$ cat src/rtl/core/i2cm_pkg.sv
// Shared types, opcodes and phase tables for the I2C master byte engine.
`default_nettype none
package i2cm_pkg;

    localparam int unsigned HalfPeriodW     = 16;
    localparam logic [15:0] HalfPeriodReset = 16'd50;
    localparam int unsigned PhaseW          = 5;
    localparam int unsigned InDataW         = 16;
    localparam int unsigned OutDataW        = 16;

    typedef enum logic [2:0] {
        OP_START = 3'd0,
        OP_STOP  = 3'd1,
        OP_WRITE = 3'd2,
        OP_CHECK = 3'd3,
        OP_READ  = 3'd4,
        OP_IDLE  = 3'd7
    } t_op;

    // line levels: bit 1 is SCL, bit 0 pulls SDA low
    localparam logic [1:0] LvScl  = 2'b10;
    localparam logic [1:0] LvPull = 2'b01;

    typedef struct packed {
        logic       sda_in;
        logic       send_ack;
        logic [7:0] write_data;
        logic [2:0] opcode;
        logic       cmd_valid;
    } t_item;

    typedef struct packed {
        logic       ack_received;
        logic [7:0] read_data;
        logic       done_res;
        logic       busy_res;
        logic       sda_pull_low;
        logic       scl_level;
    } t_result;

    function automatic logic [PhaseW-1:0] phase_total(input t_op op);
        logic [PhaseW-1:0] n;
        case (op)
            OP_START: n = 5'd3;
            OP_STOP:  n = 5'd2;
            OP_WRITE: n = 5'd16;
            OP_CHECK: n = 5'd3;
            OP_READ:  n = 5'd19;
            default:  n = 5'd0;
        endcase
        return n;
    endfunction

endpackage
`default_nettype wire

$ cat src/rtl/core/i2cm_in_reg.sv
// Input word register in front of the line sequencer.
`default_nettype none
module i2cm_in_reg (
    input  wire logic            i_clk,
    input  wire logic            i_rst_n,
    input  wire logic            i_valid,
    output logic                 o_ready,
    input  wire i2cm_pkg::t_item i_item,
    input  wire logic            i_advance,
    output logic                 o_valid,
    output i2cm_pkg::t_item      o_item
);
    import i2cm_pkg::*;

    logic  r_valid;
    t_item r_item;

    // refill when empty or when the held word moves on this cycle
    assign o_ready = !r_valid || i_advance;
    assign o_valid = r_valid;
    assign o_item  = r_item;

    always_ff @(posedge i_clk) begin
        if (!i_rst_n) begin
            r_valid <= 1'b0;
        end else if (o_ready) begin
            r_valid <= i_valid;
        end
    end

    always_ff @(posedge i_clk) begin
        if (o_ready && i_valid) begin
            r_item <= i_item;
        end
    end

endmodule
`default_nettype wire

$ cat src/rtl/core/i2cm_seq.sv
// Bus phase sequencer: command state, tick counter, shift byte and line levels.
`default_nettype none
module i2cm_seq (
    input  wire logic                           i_clk,
    input  wire logic                           i_rst_n,
    input  wire logic                           i_cfg_we,
    input  wire logic [i2cm_pkg::HalfPeriodW-1:0] i_cfg_data,
    input  wire logic                           i_step,
    input  wire i2cm_pkg::t_item                i_item,
    output i2cm_pkg::t_result                   o_result
);
    import i2cm_pkg::*;

    logic [HalfPeriodW-1:0] r_half_period;
    t_op                    r_op,     n_op;
    logic [PhaseW-1:0]      r_phase,  n_phase;
    logic [HalfPeriodW-1:0] r_tick,   n_tick;
    logic [7:0]             r_shift,  n_shift;
    logic                   r_ack_choice, n_ack_choice;
    logic                   r_ack_flag,   n_ack_flag;
    logic [1:0]             r_lines,  n_lines;
    logic [7:0]             r_latch,  n_latch;
    logic                   done;

    logic [HalfPeriodW-1:0] hp;
    logic [HalfPeriodW-1:0] tick_inc;
    logic [PhaseW-1:0]      phase_inc;

    function automatic logic [1:0] levels_of(input t_op op, input logic [PhaseW-1:0] ph,
                                             input logic [7:0] byte_val, input logic ack,
                                             input logic [1:0] cur);
        logic [1:0] lv;
        logic [2:0] bit_idx;
        bit_idx = ph[3:1];
        case (op)
            OP_START: begin
                if (ph == 5'd0)      lv = LvScl;
                else if (ph == 5'd1) lv = LvScl | LvPull;
                else                 lv = LvPull;
            end
            OP_STOP:  lv = (ph == 5'd0) ? LvPull : (LvScl | LvPull);
            OP_WRITE: lv = {~ph[0], ~byte_val[3'd7 - bit_idx]};
            OP_CHECK: lv = (ph < 5'd2) ? LvScl : 2'b00;
            OP_READ: begin
                if (ph < 5'd16) lv = {ph[0], 1'b0};
                else            lv = {ph == 5'd17, ack};
            end
            default:  lv = cur;
        endcase
        return lv;
    endfunction

    assign hp        = (r_half_period == '0) ? HalfPeriodW'(1) : r_half_period;
    assign tick_inc  = r_tick + HalfPeriodW'(1);
    assign phase_inc = r_phase + PhaseW'(1);

    // next state
    always_comb begin
        n_op         = r_op;
        n_phase      = r_phase;
        n_tick       = r_tick;
        n_shift      = r_shift;
        n_ack_choice = r_ack_choice;
        n_ack_flag   = r_ack_flag;
        n_lines      = r_lines;
        n_latch      = r_latch;
        done         = 1'b0;
        if (r_op == OP_IDLE) begin
            if (i_item.cmd_valid && (i_item.opcode inside {[3'd0:3'd4]})) begin
                n_op    = t_op'(i_item.opcode);
                n_phase = '0;
                n_tick  = '0;
                if (n_op == OP_WRITE) n_shift = i_item.write_data;
                if (n_op == OP_READ) begin
                    n_shift      = 8'h00;
                    n_ack_choice = i_item.send_ack;
                end
                n_lines = levels_of(n_op, '0, n_shift, n_ack_choice, r_lines);
            end
        end else begin
            n_tick = tick_inc;
            if (tick_inc >= hp) begin
                n_tick = '0;
                if (r_op == OP_CHECK && r_phase == '0) n_ack_flag = ~i_item.sda_in;
                // sample on the last tick of each SCL-high data phase
                if (r_op == OP_READ && r_phase < 5'd16 && r_phase[0]) begin
                    n_shift = {r_shift[6:0], i_item.sda_in};
                end
                if (phase_inc >= phase_total(r_op)) begin
                    done    = 1'b1;
                    if (r_op == OP_STOP) n_lines = LvScl;
                    if (r_op == OP_READ) n_latch = n_shift;
                    n_op    = OP_IDLE;
                    n_phase = '0;
                end else begin
                    n_phase = phase_inc;
                    n_lines = levels_of(r_op, phase_inc, r_shift, r_ack_choice, r_lines);
                end
            end
        end
    end

    // result word
    always_comb begin
        o_result.scl_level    = n_lines[1];
        o_result.sda_pull_low = n_lines[0];
        o_result.busy_res     = (n_op != OP_IDLE);
        o_result.done_res     = done;
        o_result.read_data    = n_latch;
        o_result.ack_received = n_ack_flag;
    end

    always_ff @(posedge i_clk) begin
        if (!i_rst_n) begin
            r_half_period <= HalfPeriodReset;
        end else if (i_cfg_we) begin
            r_half_period <= i_cfg_data;
        end
    end

    always_ff @(posedge i_clk) begin
        if (!i_rst_n) begin
            r_op         <= OP_IDLE;
            r_phase      <= '0;
            r_tick       <= '0;
            r_shift      <= 8'h00;
            r_ack_choice <= 1'b0;
            r_ack_flag   <= 1'b0;
            r_lines      <= LvScl;
            r_latch      <= 8'h00;
        end else if (i_step) begin
            r_op         <= n_op;
            r_phase      <= n_phase;
            r_tick       <= n_tick;
            r_shift      <= n_shift;
            r_ack_choice <= n_ack_choice;
            r_ack_flag   <= n_ack_flag;
            r_lines      <= n_lines;
            r_latch      <= n_latch;
        end
    end

endmodule
`default_nettype wire

$ cat src/rtl/core/i2c_master_byte_engine_unit.sv
// Top level of the I2C master byte engine: input register, sequencer, result register.
`default_nettype none
// I2C master line sequencer stepped by timebase ticks. Each word on the slave
// stream is one tick carrying an optional command and the sampled SDA level;
// each tick gives exactly one result word with the SCL level, the SDA pull-down,
// busy, done, the last read byte and the last acknowledge. A command is taken
// only while idle and runs for its phase count times half_period ticks (a zero
// half_period counts as one). Words are accepted at one per clock while the master
// side is ready: a tick sits in the input register while the sequencer works out
// its result combinationally, and the result register captures it when the master
// side is ready. A stalled master side holds both registers and drops s_tready.
// The user must write half_period on the cfg channel only while no command is
// running; the block itself does not enforce it.
module i2c_master_byte_engine_unit (
    input  wire logic        i_clk,
    input  wire logic        i_rst_n,
    input  wire logic        i_s_tvalid,
    output logic             o_s_tready,
    // [0] cmd_valid, [3:1] opcode, [11:4] write_data, [12] send_ack, [13] sda_in
    input  wire logic [i2cm_pkg::InDataW-1:0]  i_s_tdata,
    output logic             o_m_tvalid,
    input  wire logic        i_m_tready,
    // [0] scl_level, [1] sda_pull_low, [2] busy_res, [3] done_res,
    // [11:4] read_data, [12] ack_received
    output logic [i2cm_pkg::OutDataW-1:0]      o_m_tdata,
    input  wire logic        i_cfg_valid,
    output logic             o_cfg_ready,
    input  wire logic [i2cm_pkg::HalfPeriodW-1:0] i_cfg_data
);
    import i2cm_pkg::*;

    t_item   s_item;
    t_item   q_item;
    logic    q_valid;
    logic    advance;
    t_result result;
    logic    r_out_valid;
    t_result r_out;

    assign s_item      = t_item'(i_s_tdata[$bits(t_item)-1:0]);
    assign advance     = !r_out_valid || i_m_tready;
    assign o_cfg_ready = 1'b1;

    i2cm_in_reg u_in_reg (
        .i_clk     (i_clk),
        .i_rst_n   (i_rst_n),
        .i_valid   (i_s_tvalid),
        .o_ready   (o_s_tready),
        .i_item    (s_item),
        .i_advance (advance),
        .o_valid   (q_valid),
        .o_item    (q_item)
    );

    i2cm_seq u_seq (
        .i_clk      (i_clk),
        .i_rst_n    (i_rst_n),
        .i_cfg_we   (i_cfg_valid),
        .i_cfg_data (i_cfg_data),
        .i_step     (q_valid && advance),
        .i_item     (q_item),
        .o_result   (result)
    );

    always_ff @(posedge i_clk) begin
        if (!i_rst_n) begin
            r_out_valid <= 1'b0;
        end else if (advance) begin
            r_out_valid <= q_valid;
        end
    end

    always_ff @(posedge i_clk) begin
        if (advance && q_valid) begin
            r_out <= result;
        end
    end

    assign o_m_tvalid = r_out_valid;
    assign o_m_tdata  = {(OutDataW - $bits(t_result))'(0), r_out};

endmodule
`default_nettype wire

$ cat config.mk
export PLATFORM = sky130hd
export DESIGN_NAME = i2c_master_byte_engine_unit
export DESIGN_NICKNAME = d
export VERILOG_FILES = /design/src/rtl/core/i2cm_pkg.sv /design/src/rtl/core/i2cm_in_reg.sv /design/src/rtl/core/i2cm_seq.sv /design/src/rtl/core/i2c_master_byte_engine_unit.sv
export SDC_FILE = /design/constraint.sdc
export NUM_CORES = 1
export LEC_CHECK = 0
export BUFFER_PORTS_ARGS = -buffer_cell sky130_fd_sc_hd__buf_4
export CAP_MARGIN = 20
export CORE_MARGIN = 2
export CORE_UTILIZATION = 55
export CTS_BUF_LIST = sky130_fd_sc_hd__clkbuf_8
export CTS_CLUSTER_DIAMETER = 150
export DETAILED_ROUTE_END_ITERATION = 10
export PLACE_DENSITY = 0.76
export SLEW_MARGIN = 40
export SYNTH_ARGS = -nofsm -noshare
export SYNTH_HDL_FRONTEND = slang
export SYNTH_SLANG_ARGS = --single-unit
export TNS_END_PERCENT = 5
$ cat constraint.sdc
create_clock -name i_clk -period 3.85 [get_ports i_clk]
set_input_delay 0.385 -clock i_clk [delete_from_list [all_inputs] [get_ports i_clk]]
set_output_delay 0.385 -clock i_clk [all_outputs]
set_load 0.01 [all_outputs]
==> impl_metrics.env <==
export IMPL_track_usage_pct=23.55
export IMPL_worstSetupEndpoint="u_seq.r_phase[3]"
export IMPL_cts_repair_resized=0
export IMPL_die_y_um=99.36
export IMPL_synthMostInstantiatedCell="dfxtp_1"
export IMPL_syn_cell_area_sq_um=5001
export IMPL_r2r_start="u_seq.r_tick[2]"
export IMPL_p_per_area_nw_per_um2=352.7
export IMPL_worst_setup_hold_path_clk_slew_ps=100
export IMPL_ys_top_cells_by_count="dfxtp_1, nor2_1, a21oi_1"
export IMPL_synthCells=543
export IMPL_clk_path_buf_depth=2
export IMPL_coreArea_sq_um=8763
export IMPL_htreeDepth=3
export IMPL_end_kind="flop"
export IMPL_post_cts_setup_buffer_count=0
export IMPL_ys_warn_count=0
export IMPL_ir_drop_mv=0.2270
export IMPL_row_count=34
export IMPL_cts_tree="built"
export IMPL_ios=56
export IMPL_globalplace_congestion=0.9658
export IMPL_leakage_nw=2.499
export IMPL_synth_cell_types=68
export IMPL_drt_pass1_iter_count=5
export IMPL_skew_ps=14.57
export IMPL_r2r_cells=15
export IMPL_cp_startpoint="u_seq.r_tick[2]"
export IMPL_portBuffers=49
export IMPL_min_period_over_period_pct=94.17
export IMPL_slew_headroom_pct=49.77
export IMPL_area_delta_synth_final_pct=13.26
export IMPL_numCtsBuffers=9
export IMPL_cts_sinks=89
export IMPL_die_w_um=99.36
export IMPL_hold_path_class="in -> reg"
export IMPL_layout_nets=639
export IMPL_drt_iter0_drc=281
export IMPL_antenna_found_initial=0
export IMPL_setup_tns_ps=0
export IMPL_ys_ff_latch=89
export IMPL_max_cap_violations=0
export IMPL_postRouteWirelength_um=11220
export IMPL_tightest_slew_ps=750.7
export IMPL_yosysSeqAreaShare_pct=41.03
export IMPL_synth_edf_count=27
export IMPL_rsz0062_at_grt="no"
export IMPL_synth_top_area_share_pct=24.82
export IMPL_synthArstFlopShare_pct=0
export IMPL_grt_pass1_vias=4023
export IMPL_setup_viol=0
export IMPL_synth_area_leaders="dfxtp_1, edfxtp_1, mux2i_1"
export IMPL_r2r_end="u_seq.r_phase[3]"
export IMPL_fmax_mhz=275.8
export IMPL_cts_root_buffer_cell="clkbuf_8"
export IMPL_diodes=0
export IMPL_netlist_top_cell_by_area="dfxtp_1"
export IMPL_clkLatencyLatePin_ps=370
export IMPL_r2r_slack_ps=220
export IMPL_syn_avg_cell_area_sq_um=9.210
export IMPL_wl_per_cell_um=16.21
export IMPL_postCtsHoldBufs=0
export IMPL_via_per_inst=6.029
export IMPL_hold_slack_ps=185.1
export IMPL_ys_flop_type="dfxtp_1"
export IMPL_grt_max_degree=29
export IMPL_start_util_pct=57.07
export IMPL_hold_viol=0
export IMPL_grt_pass1_wl_um=18910
export IMPL_vias=4172
export IMPL_outcome="finished, final reports clean"
export IMPL_fin_crit_ps=3626
export IMPL_drc=0
export IMPL_critPathArrivalTime_ps=3900
export IMPL_startpoint_type="flop"
export IMPL_critPathKind="reg -> reg"
export IMPL_hpwl_um=7887
export IMPL_final_antenna_net_count=0
export IMPL_drive_gt1_share_pct=17.47
export IMPL_overflow=0
export IMPL_final_max_slew_viol_count=0
export IMPL_critPathRequiredTime_ps=4120
export IMPL_path_max_fanout=6
export IMPL_dieArea_sq_um=9871
[layer usage]
layer | part of all wire (%) | track usage [%] | up-vias
li1 | - | - | 2034
met1 | 46 | 32.90 | 1947
met2 | 45 | 36.69 | 162
met3 | 6.9 | 4.498 | 29
met4 | 2.1 | 8.325 | 0
met5 | 0 | 0 | -
[state kept, by name, summed over array words and instances, names as in the netlist, 3 cells and up]
signal	cells
o_m_tdata	13
u_in_reg.o_item	14
u_seq.r_half_period	16
u_seq.r_latch	8
u_seq.r_op	3
u_seq.r_phase	5
u_seq.r_shift	8
u_seq.r_tick	16
[cells in the final DEF (no fill, tap or decap), drive strengths merged, types with 3 or more instances in the layout]
cell,Yosys,final
a211oi,10,10
a21o,7,7
a21oi,40,40
a22oi,4,4
a31oi,3,3
and2,3,3
and3,21,21
buf,19,60
bufinv,0,3
clkbuf,18,9
conb,2,4
dfxtp,62,62
edfxtp,27,27
ha,23,23
inv,26,28
mux2,3,3
mux2i,29,29
nand2,34,34
nand2b,4,4
nand3,23,23
nand3b,4,4
nand4,4,4
nor2,55,55
nor2b,4,4
nor3,17,17
nor4,7,7
o211a,5,5
o211ai,13,13
o21ai,18,18
o221ai,4,4
or3,3,3
xnor2,7,7
xor2,12,12
[final cells by class]
class | instances | area, sq um
fillers | 731 | 3099
multi-input cells | 392 | 2674
flip-flops and latches | 89 | 2052
repair buffers | 60 | 454.2
well taps | 108 | 135.1
clock buffers | 9 | 123.9
clock inverters | 7 | 123.9
inverters | 27 | 101.3
[power breakdown]
group	switching, mW	internal [mW]
logic	0.108	0.0773
registers	0.0248	0.996
clock network	0.355	0.437
[cells by family (layout without fill, tap and decap cells)]
logic type	after synthesis	count (layout)	synth area share, %
mux	32	32	6.480
flops	89	89	41.03
compound gates	129	129	18.44
simple gates	185	185	18.99
other cells	2	4	0.1502
fa+ha+maj	23	23	5.754
xor+xnor	19	19	3.328
buf+inv	64	103	5.829
[metrics by stage]
step	setup WS, ps	cell area, sq um	util (%)	std cells	power (mW)
2_1_floorplan	519.7	5009	-	545	1.155
3_3_place_gp	276.2	5404	61.66	676	1.217
3_5_place_dp	208.0	5404	61.66	676	1.224
4_1_cts	176.6	5652	64.49	692	2.001
5_1_grt	4.866	5664	64.63	692	2.061
6_report	224.5	5664	64.63	692	1.998
[worst min path at each step]
| stage | depth (start not counted) | end | slack (ps) | start |
|---|---|---|---|---|
| 2_1_floorplan | 2 | u_seq.r_latch[7] | 430 | u_seq.r_latch[7] |
| 3_3_place_gp | 2 | u_seq.r_latch[7] | 440 | u_seq.r_latch[7] |
| 3_5_place_dp | 2 | u_seq.r_latch[7] | 460 | u_seq.r_latch[7] |
| 4_1_cts | 1 | u_in_reg.o_item[4] | 180 | i_s_tdata[4] |
| 5_1_grt | 1 | u_in_reg.o_item[4] | 170 | i_s_tdata[4] |
| 6_report | 1 | u_in_reg.o_item[13] | 190 | i_s_tdata[13] |
[worst max-delay path, stage by stage, from the launching register on]
cell and delay (ps):
dfxtp_1 430, and3_1 240, and3_2 240, and3_2 260
and3_2 240, nand3_1 130, xnor2_1 170, ha_1 310
nand4_1 190, a2111oi_4 290, a21oi_4 110, buf_4 180
o21ai_1 160, buf_4 180, nand3_1 160, o41ai_2 250
(Power assumes the default switching activity.)
